--- config.mk ---
export PLATFORM = sky130hd
export DESIGN_NAME = data_file_tokenizer_top
export DESIGN_NICKNAME = d
export VERILOG_FILES = /design/src/hw/rtl/dft_pkg.sv /design/src/hw/rtl/data_file_tokenizer_top.sv
export SDC_FILE = /design/constraint.sdc
export NUM_CORES = 1
export LEC_CHECK = 0
export BUFFER_PORTS_ARGS = -buffer_cell sky130_fd_sc_hd__buf_2
export CORE_MARGIN = 2
export CORE_UTILIZATION = 60
export DETAILED_ROUTE_END_ITERATION = 7
export PLACE_DENSITY = 0.76
export SKIP_CTS_REPAIR_TIMING = 1
export SYNTH_ARGS = -nofsm -noshare
export SYNTH_HDL_FRONTEND = slang
export SYNTH_SLANG_ARGS = --single-unit
--- constraint.sdc ---
create_clock -name clk -period 13.8 [get_ports clk]
set_input_delay 1.38 -clock clk [delete_from_list [all_inputs] [get_ports clk]]
set_output_delay 1.38 -clock clk [all_outputs]
set_load 0.01 [all_outputs]
--- src/hw/rtl/dft_pkg.sv ---
// Shared types, character codes and byte classifiers for the data file tokenizer.
package dft_pkg;

  // Record kinds on the result channel
  typedef enum logic [3:0] {
    KIND_IDENT      = 4'd0,
    KIND_STRING     = 4'd1,
    KIND_INTEGER    = 4'd2,
    KIND_OPEN       = 4'd3,
    KIND_CLOSE      = 4'd4,
    KIND_SEMICOLON  = 4'd5,
    KIND_BADCHAR    = 4'd6,
    KIND_BADHEX     = 4'd7,
    KIND_UNEXPECTED = 4'd8,
    KIND_END        = 4'd9
  } kind_t;

  // Lexer state, one-hot
  typedef enum logic [2:0] {
    MODE_IDLE  = 3'b001,
    MODE_WORD  = 3'b010,
    MODE_QUOTE = 3'b100
  } lex_mode_t;

  // What has been seen so far in the current word
  typedef struct packed {
    logic hbad;   // non-hex byte after 0x
    logic hdig;   // at least one hex digit
    logic hneg;   // '-' right after 0x
    logic hex;    // word opened with 0x / 0X
    logic dbad;   // byte that cannot be part of a decimal number
    logic ddig;   // at least one decimal digit
    logic neg;    // leading '-'
  } word_flags_t;

  localparam int ERR_W = 16;
  localparam logic [ERR_W-1:0] ERR_MAX = '1;

  localparam logic [7:0] CH_TAB    = 8'h09;
  localparam logic [7:0] CH_LF     = 8'h0A;
  localparam logic [7:0] CH_CR     = 8'h0D;
  localparam logic [7:0] CH_SPACE  = 8'h20;
  localparam logic [7:0] CH_DQUOTE = 8'h22;
  localparam logic [7:0] CH_SQUOTE = 8'h27;
  localparam logic [7:0] CH_MINUS  = 8'h2D;
  localparam logic [7:0] CH_ZERO   = 8'h30;
  localparam logic [7:0] CH_NINE   = 8'h39;
  localparam logic [7:0] CH_SEMI   = 8'h3B;
  localparam logic [7:0] CH_UP_A   = 8'h41;
  localparam logic [7:0] CH_UP_F   = 8'h46;
  localparam logic [7:0] CH_UP_X   = 8'h58;
  localparam logic [7:0] CH_UP_Z   = 8'h5A;
  localparam logic [7:0] CH_UNDER  = 8'h5F;
  localparam logic [7:0] CH_LO_A   = 8'h61;
  localparam logic [7:0] CH_LO_F   = 8'h66;
  localparam logic [7:0] CH_LO_X   = 8'h78;
  localparam logic [7:0] CH_LO_Z   = 8'h7A;
  localparam logic [7:0] CH_LBRACE = 8'h7B;
  localparam logic [7:0] CH_RBRACE = 8'h7D;

  function automatic logic is_dec_digit(logic [7:0] c);
    return (c >= CH_ZERO) && (c <= CH_NINE);
  endfunction

  function automatic logic is_word_byte(logic [7:0] c);
    return is_dec_digit(c) || ((c >= CH_LO_A) && (c <= CH_LO_Z)) ||
           ((c >= CH_UP_A) && (c <= CH_UP_Z)) || (c == CH_MINUS) || (c == CH_UNDER);
  endfunction

  // {valid, value}; letters a-f and A-F have low nibble 1..6
  function automatic logic [4:0] hex_digit(logic [7:0] c);
    logic [4:0] r;
    r = 5'd0;
    if (is_dec_digit(c)) begin
      r = {1'b1, c[3:0]};
    end else if (((c >= CH_LO_A) && (c <= CH_LO_F)) || ((c >= CH_UP_A) && (c <= CH_UP_F))) begin
      r = {1'b1, 4'(c[3:0] + 4'd9)};
    end
    return r;
  endfunction

  function automatic logic [ERR_W-1:0] sat_err(logic [ERR_W-1:0] e);
    return (e != ERR_MAX) ? ERR_W'(e + 1'b1) : e;
  endfunction

endpackage

--- src/hw/rtl/data_file_tokenizer_top.sv ---
// Data file tokenizer: lexer state, record builder and result queue.
//
// Usage: one text byte (or an end-of-input marker) per transfer on the in_
// channel; token records leave on the out_ channel, one per transfer. Each
// input item gives zero, one or two records; out_last_of_run marks the last
// record of an item. Carriage returns give nothing; an end-of-input item
// flushes any open token, emits an end record carrying the error count and
// returns the lexer to its reset state for the next file.
// Queue: the records of an item are written to a four-entry result queue
// at the edge that takes the item and can leave in the next cycle.
// Throughput: one input item per cycle while in_stall is low, bounded by
// the single result port at one record per cycle; an item that closes a
// token and has its own record (brace after word, end marker) yields two.
// Stall: in_stall rises when fewer than two queue entries are free, so a
// held out_stall fills the queue and then holds the input side; the head
// record does not change while out_stall is high.
// Reset (rst_n low, synchronous): line counter to one, column, error count
// and lexer mode cleared, result queue emptied.
module data_file_tokenizer_top #(
  parameter int MAX_LINE_LENGTH = 4096,
  parameter int LINE_COUNT_BITS = 20,
  parameter int VALUE_BITS      = 32
) (
  input  logic                                clk,
  input  logic                                rst_n,
  input  logic                                in_valid,
  output logic                                in_stall,
  input  logic [7:0]                          in_text_byte,
  input  logic                                in_end_of_input,
  output logic                                out_valid,
  input  logic                                out_stall,
  output dft_pkg::kind_t                      out_kind,
  output logic signed [VALUE_BITS-1:0]        out_int_value,
  output logic [LINE_COUNT_BITS-1:0]          out_line_number,
  output logic [$clog2(MAX_LINE_LENGTH)-1:0]  out_start_column,
  output logic [$clog2(MAX_LINE_LENGTH)-1:0]  out_text_length,
  output logic [dft_pkg::ERR_W-1:0]           out_error_count,
  output logic                                out_last_of_run
);
  import dft_pkg::*;

  localparam int COL_W = $clog2(MAX_LINE_LENGTH);
  localparam int ACC_W = VALUE_BITS + 5;
  localparam logic [COL_W-1:0] COL_MAX = COL_W'(MAX_LINE_LENGTH - 1);
  localparam logic [LINE_COUNT_BITS-1:0] LINE_MAX = '1;
  localparam logic [VALUE_BITS-1:0] MAG_LIM = VALUE_BITS'(1) << (VALUE_BITS - 1);
  localparam int Q_DEPTH = 4;
  localparam int PTR_W = $clog2(Q_DEPTH);
  localparam int CNT_W = PTR_W + 1;

  typedef struct packed {
    kind_t                      kind;
    logic [VALUE_BITS-1:0]      value;
    logic [LINE_COUNT_BITS-1:0] line;
    logic [COL_W-1:0]           col;
    logic [COL_W-1:0]           len;
    logic [ERR_W-1:0]           errs;
    logic                       last;
  } rec_t;

  typedef struct packed {
    word_flags_t           flags;
    logic [VALUE_BITS-1:0] dec;
    logic [VALUE_BITS-1:0] hex;
    logic [COL_W-1:0]      len;
  } word_st_t;

  // ---------------------------------------------------------------- helpers
  function automatic logic [COL_W-1:0] sat_col(logic [COL_W-1:0] v);
    return (v < COL_MAX) ? COL_W'(v + 1'b1) : COL_MAX;
  endfunction

  // mag*10+d, saturating at the magnitude limit
  function automatic logic [VALUE_BITS-1:0] acc10(logic [VALUE_BITS-1:0] mag, logic [3:0] d);
    logic [ACC_W-1:0] ext;
    logic [ACC_W-1:0] sum;
    ext = ACC_W'(mag);
    sum = (ext << 3) + (ext << 1) + ACC_W'(d);
    return (sum > ACC_W'(MAG_LIM)) ? MAG_LIM : sum[VALUE_BITS-1:0];
  endfunction

  // mag*16+d, saturating at the magnitude limit
  function automatic logic [VALUE_BITS-1:0] acc16(logic [VALUE_BITS-1:0] mag, logic [3:0] d);
    logic [ACC_W-1:0] ext;
    logic [ACC_W-1:0] sum;
    ext = ACC_W'(mag);
    sum = (ext << 4) + ACC_W'(d);
    return (sum > ACC_W'(MAG_LIM)) ? MAG_LIM : sum[VALUE_BITS-1:0];
  endfunction

  function automatic logic [VALUE_BITS-1:0] signed_val(logic [VALUE_BITS-1:0] mag, logic neg);
    logic [VALUE_BITS-1:0] r;
    if (neg) begin
      r = VALUE_BITS'(0) - mag;
    end else begin
      r = mag[VALUE_BITS-1] ? VALUE_BITS'(MAG_LIM - 1'b1) : mag;
    end
    return r;
  endfunction

  // One word byte: decimal and hex interpretations run side by side
  function automatic word_st_t word_step(word_st_t s, logic [7:0] c, logic [7:0] first);
    word_st_t   n;
    logic [4:0] hv;
    n  = s;
    hv = hex_digit(c);
    if ((s.len == '0) && (c == CH_MINUS)) begin
      n.flags.neg = 1'b1;
    end else if (is_dec_digit(c)) begin
      n.flags.ddig = 1'b1;
      n.dec = acc10(s.dec, c[3:0]);
    end else begin
      n.flags.dbad = 1'b1;
    end
    if ((s.len == COL_W'(1)) && (first == CH_ZERO) && ((c == CH_LO_X) || (c == CH_UP_X))) begin
      n.flags.hex = 1'b1;
    end else if ((s.len >= COL_W'(2)) && s.flags.hex) begin
      if ((s.len == COL_W'(2)) && (c == CH_MINUS)) begin
        n.flags.hneg = 1'b1;
      end else if (hv[4]) begin
        n.flags.hdig = 1'b1;
        n.hex = acc16(s.hex, hv[3:0]);
      end else begin
        n.flags.hbad = 1'b1;
      end
    end
    n.len = sat_col(s.len);
    return n;
  endfunction

  // ---------------------------------------------------------------- state
  lex_mode_t                  mode_r, mode_nxt;
  logic                       qsingle_r, qsingle_nxt;
  logic [VALUE_BITS-1:0]      dec_r, dec_nxt;
  logic [VALUE_BITS-1:0]      hex_r, hex_nxt;
  word_flags_t                flags_r, flags_nxt;
  logic [7:0]                 first_r, first_nxt;
  logic [COL_W-1:0]           tok_col_r, tok_col_nxt;
  logic [COL_W-1:0]           tok_len_r, tok_len_nxt;
  logic [LINE_COUNT_BITS-1:0] line_r, line_nxt;
  logic [COL_W-1:0]           col_r, col_nxt;
  logic [ERR_W-1:0]           err_r, err_nxt;

  rec_t                       q_r [Q_DEPTH];
  logic [PTR_W-1:0]           head_r, tail_r;
  logic [CNT_W-1:0]           cnt_r;

  logic                       in_xfer, out_xfer;
  logic [7:0]                 c;
  word_st_t                   cur_ws, cont_ws, fresh_ws;

  // closing results for the open token
  kind_t                      wc_kind, qc_kind;
  logic [VALUE_BITS-1:0]      wc_val, qc_val;
  logic [COL_W-1:0]           wc_len, qc_len;
  logic                       wc_bump, qc_bump;

  // records of this item: A closes a token, B comes from the byte itself
  logic                       a_vld, b_vld, a_bump, b_bump, do_idle;
  rec_t                       rec_a, rec_b, rec_first;
  logic [ERR_W-1:0]           errs_a, errs_b;
  logic [PTR_W-1:0]           tail_inc;
  logic [CNT_W-1:0]           push_n;

  assign in_xfer  = in_valid && !in_stall;
  assign out_xfer = out_valid && !out_stall;
  assign c        = in_text_byte;

  assign cur_ws   = '{flags: flags_r, dec: dec_r, hex: hex_r, len: tok_len_r};
  assign cont_ws  = word_step(cur_ws, c, first_r);
  assign fresh_ws = word_step('0, c, c);

  // Word close: hex form wins over decimal, else identifier
  always_comb begin
    wc_kind = KIND_IDENT;
    wc_val  = '0;
    wc_len  = '0;
    wc_bump = 1'b0;
    if (flags_r.hex) begin
      if (!flags_r.hbad && (flags_r.hdig || !flags_r.hneg)) begin
        wc_kind = KIND_INTEGER;
        wc_val  = signed_val(hex_r, flags_r.hneg);
      end else begin
        wc_kind = KIND_BADHEX;
        wc_bump = 1'b1;
      end
    end else if (!flags_r.dbad && flags_r.ddig) begin
      wc_kind = KIND_INTEGER;
      wc_val  = signed_val(dec_r, flags_r.neg);
    end else begin
      wc_len = tok_len_r;
    end
  end

  // Quote close: a character literal must hold exactly one byte
  always_comb begin
    qc_kind = KIND_STRING;
    qc_val  = '0;
    qc_len  = '0;
    qc_bump = 1'b0;
    if (qsingle_r) begin
      if (tok_len_r == COL_W'(1)) begin
        qc_kind = KIND_INTEGER;
        qc_val  = VALUE_BITS'(first_r);
      end else begin
        qc_kind = KIND_BADCHAR;
        qc_bump = 1'b1;
      end
    end else begin
      qc_len = tok_len_r;
    end
  end

  // Next state and the records of this item
  always_comb begin
    mode_nxt    = mode_r;
    qsingle_nxt = qsingle_r;
    dec_nxt     = dec_r;
    hex_nxt     = hex_r;
    flags_nxt   = flags_r;
    first_nxt   = first_r;
    tok_col_nxt = tok_col_r;
    tok_len_nxt = tok_len_r;
    line_nxt    = line_r;
    col_nxt     = col_r;
    a_vld       = 1'b0;
    b_vld       = 1'b0;
    a_bump      = 1'b0;
    b_bump      = 1'b0;
    do_idle     = 1'b0;
    rec_a       = '0;
    rec_b       = '0;
    rec_a.kind  = KIND_IDENT;
    rec_b.kind  = KIND_IDENT;

    // the pending token is closed by a line feed, a delimiter or the end
    if (mode_r == MODE_WORD) begin
      rec_a.kind  = wc_kind;
      rec_a.value = wc_val;
      rec_a.len   = wc_len;
      a_bump      = wc_bump;
    end else begin
      rec_a.kind  = qc_kind;
      rec_a.value = qc_val;
      rec_a.len   = qc_len;
      a_bump      = qc_bump;
    end
    rec_a.col = tok_col_r;

    if (in_end_of_input) begin
      a_vld       = (mode_r == MODE_WORD) || (mode_r == MODE_QUOTE);
      b_vld       = 1'b1;
      rec_b.kind  = KIND_END;
      rec_b.col   = col_r;
      mode_nxt    = MODE_IDLE;
      qsingle_nxt = 1'b0;
      dec_nxt     = '0;
      hex_nxt     = '0;
      flags_nxt   = '0;
      first_nxt   = '0;
      tok_col_nxt = '0;
      tok_len_nxt = '0;
      line_nxt    = LINE_COUNT_BITS'(1);
      col_nxt     = '0;
    end else if (c == CH_CR) begin
      // dropped without effect
    end else if (c == CH_LF) begin
      a_vld    = (mode_r == MODE_WORD) || (mode_r == MODE_QUOTE);
      mode_nxt = MODE_IDLE;
      line_nxt = (line_r != LINE_MAX) ? LINE_COUNT_BITS'(line_r + 1'b1) : line_r;
      col_nxt  = '0;
    end else begin
      col_nxt = sat_col(col_r);
      unique case (mode_r)
        MODE_QUOTE: begin
          if (c == (qsingle_r ? CH_SQUOTE : CH_DQUOTE)) begin
            a_vld    = 1'b1;
            mode_nxt = MODE_IDLE;
          end else begin
            if (tok_len_r == '0) begin
              first_nxt = c;
            end
            tok_len_nxt = sat_col(tok_len_r);
          end
        end
        MODE_WORD: begin
          if (is_word_byte(c)) begin
            flags_nxt   = cont_ws.flags;
            dec_nxt     = cont_ws.dec;
            hex_nxt     = cont_ws.hex;
            tok_len_nxt = cont_ws.len;
          end else begin
            a_vld    = 1'b1;
            mode_nxt = MODE_IDLE;
            do_idle  = 1'b1;
          end
        end
        default: begin
          mode_nxt = MODE_IDLE;
          do_idle  = 1'b1;
        end
      endcase
    end

    // byte seen between tokens
    if (do_idle) begin
      rec_b.col = col_r;
      if (c == CH_LBRACE) begin
        b_vld      = 1'b1;
        rec_b.kind = KIND_OPEN;
      end else if (c == CH_RBRACE) begin
        b_vld      = 1'b1;
        rec_b.kind = KIND_CLOSE;
      end else if (c == CH_SEMI) begin
        b_vld      = 1'b1;
        rec_b.kind = KIND_SEMICOLON;
      end else if ((c == CH_SPACE) || (c == CH_TAB)) begin
        // whitespace
      end else if ((c == CH_DQUOTE) || (c == CH_SQUOTE)) begin
        mode_nxt    = MODE_QUOTE;
        qsingle_nxt = (c == CH_SQUOTE);
        tok_len_nxt = '0;
        first_nxt   = '0;
        tok_col_nxt = sat_col(col_r);
      end else if (is_word_byte(c)) begin
        mode_nxt    = MODE_WORD;
        flags_nxt   = fresh_ws.flags;
        dec_nxt     = fresh_ws.dec;
        hex_nxt     = fresh_ws.hex;
        tok_len_nxt = fresh_ws.len;
        tok_col_nxt = col_r;
        first_nxt   = c;
      end else begin
        b_vld      = 1'b1;
        b_bump     = 1'b1;
        rec_b.kind = KIND_UNEXPECTED;
      end
    end

    // error counts as seen after each record
    errs_a      = (a_vld && a_bump) ? sat_err(err_r) : err_r;
    errs_b      = (b_vld && b_bump) ? sat_err(errs_a) : errs_a;
    err_nxt     = in_end_of_input ? '0 : errs_b;
    rec_a.errs  = errs_a;
    rec_b.errs  = errs_b;
    rec_a.line  = line_r;
    rec_b.line  = line_r;
    rec_a.last  = !b_vld;
    rec_b.last  = 1'b1;
  end

  assign rec_first = a_vld ? rec_a : rec_b;
  assign tail_inc  = PTR_W'(tail_r + 1'b1);
  assign push_n    = in_xfer ? (CNT_W'(a_vld) + CNT_W'(b_vld)) : '0;

  // Lexer state registers
  always_ff @(posedge clk) begin
    if (!rst_n) begin
      mode_r    <= MODE_IDLE;
      qsingle_r <= 1'b0;
      dec_r     <= '0;
      hex_r     <= '0;
      flags_r   <= '0;
      first_r   <= '0;
      tok_col_r <= '0;
      tok_len_r <= '0;
      line_r    <= LINE_COUNT_BITS'(1);
      col_r     <= '0;
      err_r     <= '0;
    end else if (in_xfer) begin
      mode_r    <= mode_nxt;
      qsingle_r <= qsingle_nxt;
      dec_r     <= dec_nxt;
      hex_r     <= hex_nxt;
      flags_r   <= flags_nxt;
      first_r   <= first_nxt;
      tok_col_r <= tok_col_nxt;
      tok_len_r <= tok_len_nxt;
      line_r    <= line_nxt;
      col_r     <= col_nxt;
      err_r     <= err_nxt;
    end
  end

  // Result queue pointers
  always_ff @(posedge clk) begin
    if (!rst_n) begin
      head_r <= '0;
      tail_r <= '0;
      cnt_r  <= '0;
    end else begin
      tail_r <= PTR_W'(tail_r + push_n);
      if (out_xfer) begin
        head_r <= PTR_W'(head_r + 1'b1);
      end
      cnt_r <= CNT_W'(cnt_r + push_n - CNT_W'(out_xfer));
    end
  end

  // Result queue storage
  always_ff @(posedge clk) begin
    if (in_xfer && (a_vld || b_vld)) begin
      q_r[tail_r] <= rec_first;
    end
    if (in_xfer && a_vld && b_vld) begin
      q_r[tail_inc] <= rec_b;
    end
  end

  // room for the two records one item can give
  assign in_stall        = (cnt_r > CNT_W'(Q_DEPTH - 2));
  assign out_valid       = (cnt_r != '0);
  assign out_kind        = q_r[head_r].kind;
  assign out_int_value   = $signed(q_r[head_r].value);
  assign out_line_number = q_r[head_r].line;
  assign out_start_column = q_r[head_r].col;
  assign out_text_length = q_r[head_r].len;
  assign out_error_count = q_r[head_r].errs;
  assign out_last_of_run = q_r[head_r].last;

`ifndef SYNTHESIS
  a_queue_bound: assert property (@(posedge clk) disable iff (!rst_n)
    cnt_r <= CNT_W'(Q_DEPTH))
    else $error("result queue over-filled");

  a_end_resets: assert property (@(posedge clk) disable iff (!rst_n)
    (in_xfer && in_end_of_input) |=>
      (mode_r == MODE_IDLE) && (line_r == LINE_COUNT_BITS'(1)) && (err_r == '0))
    else $error("end of input did not restore lexer state");

  a_err_monotonic: assert property (@(posedge clk) disable iff (!rst_n)
    (in_xfer && !in_end_of_input) |=> (err_r >= $past(err_r)))
    else $error("error count went down within a file");

  a_word_nonempty: assert property (@(posedge clk) disable iff (!rst_n)
    (mode_r == MODE_WORD) |-> (tok_len_r != '0))
    else $error("open word with zero length");
`endif

endmodule

==> results.json, run 1 <==
{
  "min_period_over_period_pct": 45.8,
  "tightest_slew_ns": 1.40,
  "synth_top_area_share_pct": 22.9,
  "die_w_um": 228,
  "highest_layer": "met4",
  "grt_start_max_net_pins": 91,
  "wl_met2_um": 44000,
  "finClkSkew_ns": 0.0276,
  "intPower_mw": 2.96,
  "cp_data_required_time_ns": 14.21,
  "worstPathArrival_ns": 6.74,
  "path_buf_inv": 3,
  "whs_path_depth": 2,
  "port-buffer-count": 111,
  "io_pins": 112,
  "relSlewSlack_pct": 6.21,
  "dr_total_vias": 26500,
  "fmax_mhz": 158,
  "grt.overflow.total": 0,
  "slowest_delay_ns": 0.69,
  "cp_max_fo": 11,
  "cts_root_buf": "clkbuf_16",
  "setup_tns_ns": 0,
  "share_comb_of_total_power_pct": 20.9,
  "place_inst": 3790,
  "rsz0062_at_grt": "no",
  "cp.depth": 18,
  "design_area_um2": 32700,
  "syn_area_per_cell_um2": 9.38,
  "drt_iter0_drc": 3150,
  "ir_drop_mv": 0.100,
  "p_leak_nw": 11.6,
  "seqPwrFrac_pct": 43.8,
  "die_h_um": 228,
  "final_cells": 3895,
  "htree_levels": 2,
  "synthDistinctLibCells": 92,
  "initial_core_util_pct": 61.0,
  "netlist_instances": 3199,
  "drive_above_1_share_pct": 12.4,
  "power.density_nw_per_um2": 130,
  "synthTopCellsByArea": "dfxtp_1, edfxtp_1, mux4_2",
  "end_kind": "register",
  "dieArea_um2": 51800,
  "grt_pass1_vias": 25400,
  "clock-sinks": 552,
  "swShare_pct": 30.5,
  "coreArea_um2": 49200,
  "slew_viol_final": 0,
  "rows": 81,
  "hpwl_um": 62200,
  "ys_seq_elements": 552,
  "synthToLayoutAreaGrowth_pct": 8.91,
  "path_cells": "buf_2 > inv_1 > ha_1 > nand3_1 > or3_1 > o311ai_2 > a311o_1 > a21oi_2 > mux2i_1 > inv_1 > ha_1 > o211ai_1 > nor4b_2 > o221ai_1 > or3_1 > o21ai_2 > nor2_1 > a221oi_1",
  "clkPwrFrac_pct": 35.3,
  "p_sw_mw": 1.30,
  "drv_cap": 0,
  "syn_area_um2": 30000,
  "synth_top_cell_by_area": "dfxtp_1",
  "synth-seq-area-share_pct": 43.8,
  "clock_latency_ns": 0.62,
  "grt_usage_pct": 35.3,
  "cts_tree": "built",
  "setup_violations": 0,
  "outcome": "finished clean",
  "grt_pass1_wl_um": 143000,
  "nets": 3285,
  "crit_family": "compound AO/OA/AOI/OAI gates",
  "wl_met1_um": 35700,
  "ant_nets": 0,
  "syn-num-nets": 3300,
  "synth_edf_count": 208,
  "gp_congestion": 0.994,
  "synthFlopType": "dfxtp_1",
  "hold_violations": 0,
  "drc_errors": 0,
  "cts_buffers": 56,
  "cts_buffer_depth": 3,
  "min_path_type": "register to register",
  "fin_crit_ns": 6.33,
  "viasPerCell": 6.81,
  "wl_met3_um": 7970,
  "path_clk_slew_ns": 0.06,
  "antenna_found_initial": 1,
  "finalWirelength_um": 92000,
  "wire_per_inst_um": 23.6,
  "layout_common_cells": "o21ai_0, dfxtp_1, nand2_1",
  "dr.pass1.iters": 6,
  "worstRegToRegCells": 15,
  "synth-async-reset-ratio_pct": 0,
  "start_kind": "primary input",
  "cp_slowest_cell": "or3_1",
  "placed_area_um2": 30900,
  "yosysWarnings": 0,
  "mostFrequentLayoutCell": "o21ai_0",
  "worstSetupPathType": "primary input to register"
}
==> synth_stat cells, types with 15 or more instances <==
master	count
o221ai_1	22
ha_1	85
a221oi_1	15
a31oi_1	22
nand2b_1	15
nor3_1	50
or3_1	19
a22o_1	15
nand4_1	39
nand2_1	290
edfxtp_1	208
nand3_1	204
a22oi_1	55
o22ai_1	44
a21o_1	18
dfxtp_1	344
inv_1	56
or4_1	16
buf_1	28
nor2b_1	40
xnor2_1	69
o21ai_0	383
o211ai_1	19
a211oi_1	24
mux4_2	97
and3_1	32
and2_1	81
nor2_1	242
nor4_1	29
clkbuf_1	182
xor2_1	43
a21oi_1	172
==> layer usage <==
layer,vias to the layer above,track usage (%)
met2,1413,58.8
met4,0,16.2
met3,285,6.05
met1,12900,45.0
met5,-,0
li1,12000,-
==> power groups by stage <==
stage / Clock [mW] / Combinational (mW) / Sequential [mW]
2_1_floorplan: 0 / 0.625 / 1.85
3_3_place_gp: 0 / 0.874 / 1.89
6_report: 1.50 / 0.891 / 1.86
4_1_cts: 1.51 / 0.888 / 1.86
3_5_place_dp: 0 / 0.885 / 1.90
5_1_grt: 1.57 / 0.961 / 1.87
==> cell type report <==
cell class	instances	area, µm²
Antenna cell	1	2.50
Clock buffer	68	1480
Clock inverter	36	329
Fill cell	3883	16500
Inverter	57	214
Multi-Input combinational cell	2369	15900
Sequential cell	552	13100
Tap cell	664	831
Timing Repair Buffer	148	833
==> registers in the layout, summed over array words and instances (netlist names), named ones only <==
register,flops
err_r,16
first_r,8
head_r,2
tok_len_r,12
q_r,388
dec_r,32
cur_ws,7
qsingle_r,1
line_r,20
tail_r,2
col_r,12
cnt_r,3
tok_col_r,12
hex_r,32
mode_r,3
==> tightest hold or removal path: cells and delay by family (launching register included) <==
kind,cells,cell delay [ns]
DFF,1,0.32
AOI/OAI and AO/OA,1,0.06
and+or+nand+nor,1,0.05
==> logic make-up (layout without fill, tap and decap cells) <==
group | count (synthesis) | in the layout | synth area share [%]
xor+xnor | 112 | 112 | 3.27
buf+inv | 278 | 309 | 3.59
fa+ha+maj | 88 | 88 | 3.74
simple gates | 1117 | 1117 | 18.3
mux | 112 | 112 | 7.80
other cells | 0 | 1 | 0
compound gates | 940 | 940 | 19.5
flops | 552 | 552 | 43.8
==> stage by stage <==
step | setup WS [ns] | power [mW] | hold slack (ns) | utilization (%)
5_1_grt | 6.98 | 4.41 | 0.479 | 66.5
3_5_place_dp | 6.96 | 2.78 | 0.442 | 62.8
3_3_place_gp | 7.17 | 2.76 | 0.429 | 62.8
6_report | 7.47 | 4.26 | 0.457 | 66.5
2_1_floorplan | 7.21 | 2.48 | 0.420 | -
4_1_cts | 7.61 | 4.26 | 0.457 | 66.5
==> final timing paths <==
| check | startpoint | to | slack (ns) |
|---|---|---|---|
| max | in_text_byte[1] | q_r[0][1] | 7.47 |
| min reg2reg | q_r[1][75] | q_r[1][75] | 0.46 |
| max reg2reg | cur_ws[80] | q_r[0][1] | 7.76 |
| min | q_r[1][75] | q_r[1][75] | 0.46 |
No activity file was read; power rests on OpenSTA's default activity.
==> inputs of run 2 (changes only) <==
clock period = 6.1 ns   (was 13.8 ns; I/O delays follow)
==> run 2 against run 1 <==
Final area increased by 1.0%. Via count increased by 0.43%. Critical path depth decreased by 3. Setup slack got worse by 6.6 ns. First-iteration DRC count decreased by 9.8%. Non-clock buffer count increased by 27. Global-route usage decreased by 0.56 points. Total power increased by 130%. Critical endpoint is now q_r[0][11]. Routed wire length decreased by 1.0%.
==> results.json, run 2 (synthesis gave the netlist of run 1 again) <==
{
  "tightest_slew_ns": 1.34,
  "hpwl_um": 60700,
  "dr.pass1.iters": 6,
  "cts_buffer_depth": 3,
  "ir_drop_mv": 0.256,
  "cp_slowest_cell": "nor3_2",
  "relSlewSlack_pct": 10.1,
  "fmax_mhz": 193,
  "clock-sinks": 552,
  "min_path_type": "primary input to register",
  "cts_root_buf": "clkbuf_16",
  "gp_congestion": 1.00,
  "coreArea_um2": 49200,
  "largestRegisters": "q_r x388, dec_r x32, hex_r x32",
  "clock_latency_ns": 0.63,
  "finalWirelength_um": 91100,
  "rsz0062_at_grt": "no",
  "hold_violations": 0,
  "antenna_found_initial": 2,
  "setup_violations": 0,
  "power.density_nw_per_um2": 297,
  "cts_buffers": 56,
  "cpMostUsedCell": "xnor2_1",
  "die_h_um": 228,
  "fin_crit_ns": 5.19,
  "die_w_um": 228,
  "cp_max_fo": 9,
  "end_kind": "register",
  "worstRegToRegCells": 15,
  "rows": 81,
  "path_cells": "xnor2_1 > nor2_1 > o311ai_2 > a311o_1 > a21oi_2 > mux2i_1 > inv_1 > ha_1 > o211ai_1 > nor4b_2 > o221ai_1 > nor3_2 > nand3_1 > xnor2_1 > o22ai_1",
  "layout_common_cells": "o21ai_0, dfxtp_1, nand2_1",
  "r2r_slack_ns": 0.91,
  "cts_tree": "built",
  "synthToLayoutAreaGrowth_pct": 10.0,
  "start_kind": "register",
  "grt.overflow.total": 0,
  "min_to": "first_r[7]",
  "initial_core_util_pct": 61.0,
  "cp_data_required_time_ns": 6.45,
  "multiInputGateArea_um2": 15800,
  "finClkSkew_ns": 0.0166,
  "fillCellCount": 3817,
  "path_clk_slew_ns": 0.06,
  "dieArea_um2": 51800,
  "power_mw": 9.82,
  "slowest_delay_ns": 0.61,
  "grt_start_max_net_pins": 82,
  "drc_errors": 0,
  "worstHoldStart": "in_text_byte[7]",
  "mostFrequentLayoutCell": "o21ai_0",
  "setup_tns_ns": 0,
  "wire_per_inst_um": 23.2,
  "dr_total_vias": 26600,
  "grt_pass1_vias": 25600,
  "drt_iter0_drc": 2840,
  "grt_pass1_wl_um": 141000,
  "worstSetupPathType": "register to register",
  "viasPerCell": 6.79,
  "io_pins": 112,
  "slew_viol_final": 0,
  "worstPathArrival_ns": 5.54,
  "htree_levels": 2,
  "ant_nets": 0,
  "grt_usage_pct": 34.7,
  "r2r-start": "mode_r[1]",
  "p_leak_nw": 11.8,
  "drive_above_1_share_pct": 13.1,
  "largest_reg_flops": 388,
  "whs_path_depth": 3,
  "cp-startpoint": "mode_r[1]",
  "seq_area_um2": 13100,
  "port-buffer-count": 111,
  "drv_cap": 0,
  "outcome": "finished clean",
  "fin_util_pct": 67.2,
  "nets": 3312,
  "top_register": "q_r",
  "min_period_over_period_pct": 85.0,
  "reg2reg_to": "q_r[0][11]"
}
==> run 2: cell count changes in the layout (fill, tap and decap cells not counted), sizes merged <==
cell,change
buf,+27
bufinv,+2
clkbuf,+1
clkinv,-3
clkinvlp,+1
==> run 2: worst max path at each step <==
stage	endpoint	depth (start not counted)
after floorplan	q_r[0][10]	17
after global placement	q_r[0][9]	18
after detailed placement	q_r[0][9]	18
after CTS	q_r[0][9]	15
after global routing	q_r[0][11]	15
final	q_r[0][11]	15
==> run 2: worst max-delay path, delay by kind of cell (launching register included) <==
family,cells,cell delay (ns)
AO/OA/AOI/OAI,6,1.63
XOR/XNOR,2,0.36
adder cells (fa/ha/maj),1,0.34
buffers and inverters,1,0.15
flip-flops,1,0.41
multiplexers,1,0.19
AND/OR/NAND/NOR,4,1.84
==> run 2: metal layers <==
metal	up-vias	wire length [µm]	GRT usage (%)
met1	12900	34900	43.9
met4	2	4300	16.6
met3	312	7670	5.28
met5	-	16	0
met2	1448	44200	58.5
li1	12000	-	-
==> run 2: area by class of cell <==
cell class                 count  share of cell area, %
inverter                      57                  0.648
antenna                        1                0.00758
tap                          664                   2.52
multi-input combinational   2369                   48.0
timing repair buffer         175                   3.29
clock buffer                  69                   4.61
clock inverter                36                   1.14
sequential                   552                   39.8
==> run 2: stage by stage <==
stage          hold slack (ns)  instance area, µm²  cells  setup WS [ns]
2_1_floorplan            0.420               30000   3199          0.279
3_3_place_gp             0.430               31100   3817          0.594
3_5_place_dp             0.442               31100   3817          0.473
4_1_cts                  0.361               33000   3922           1.06
5_1_grt                  0.384               33000   3922          0.543
6_report                 0.374               33000   3923          0.913
==> run 2: report_power, final <==
part / switching, mW / total (mW) / internal [mW]
sequential: 0.190 / 4.25 / 4.06
combinational: 1.26 / 2.03 / 0.767
clock: 1.51 / 3.54 / 2.03
total: 2.96 / 9.82 / 6.86
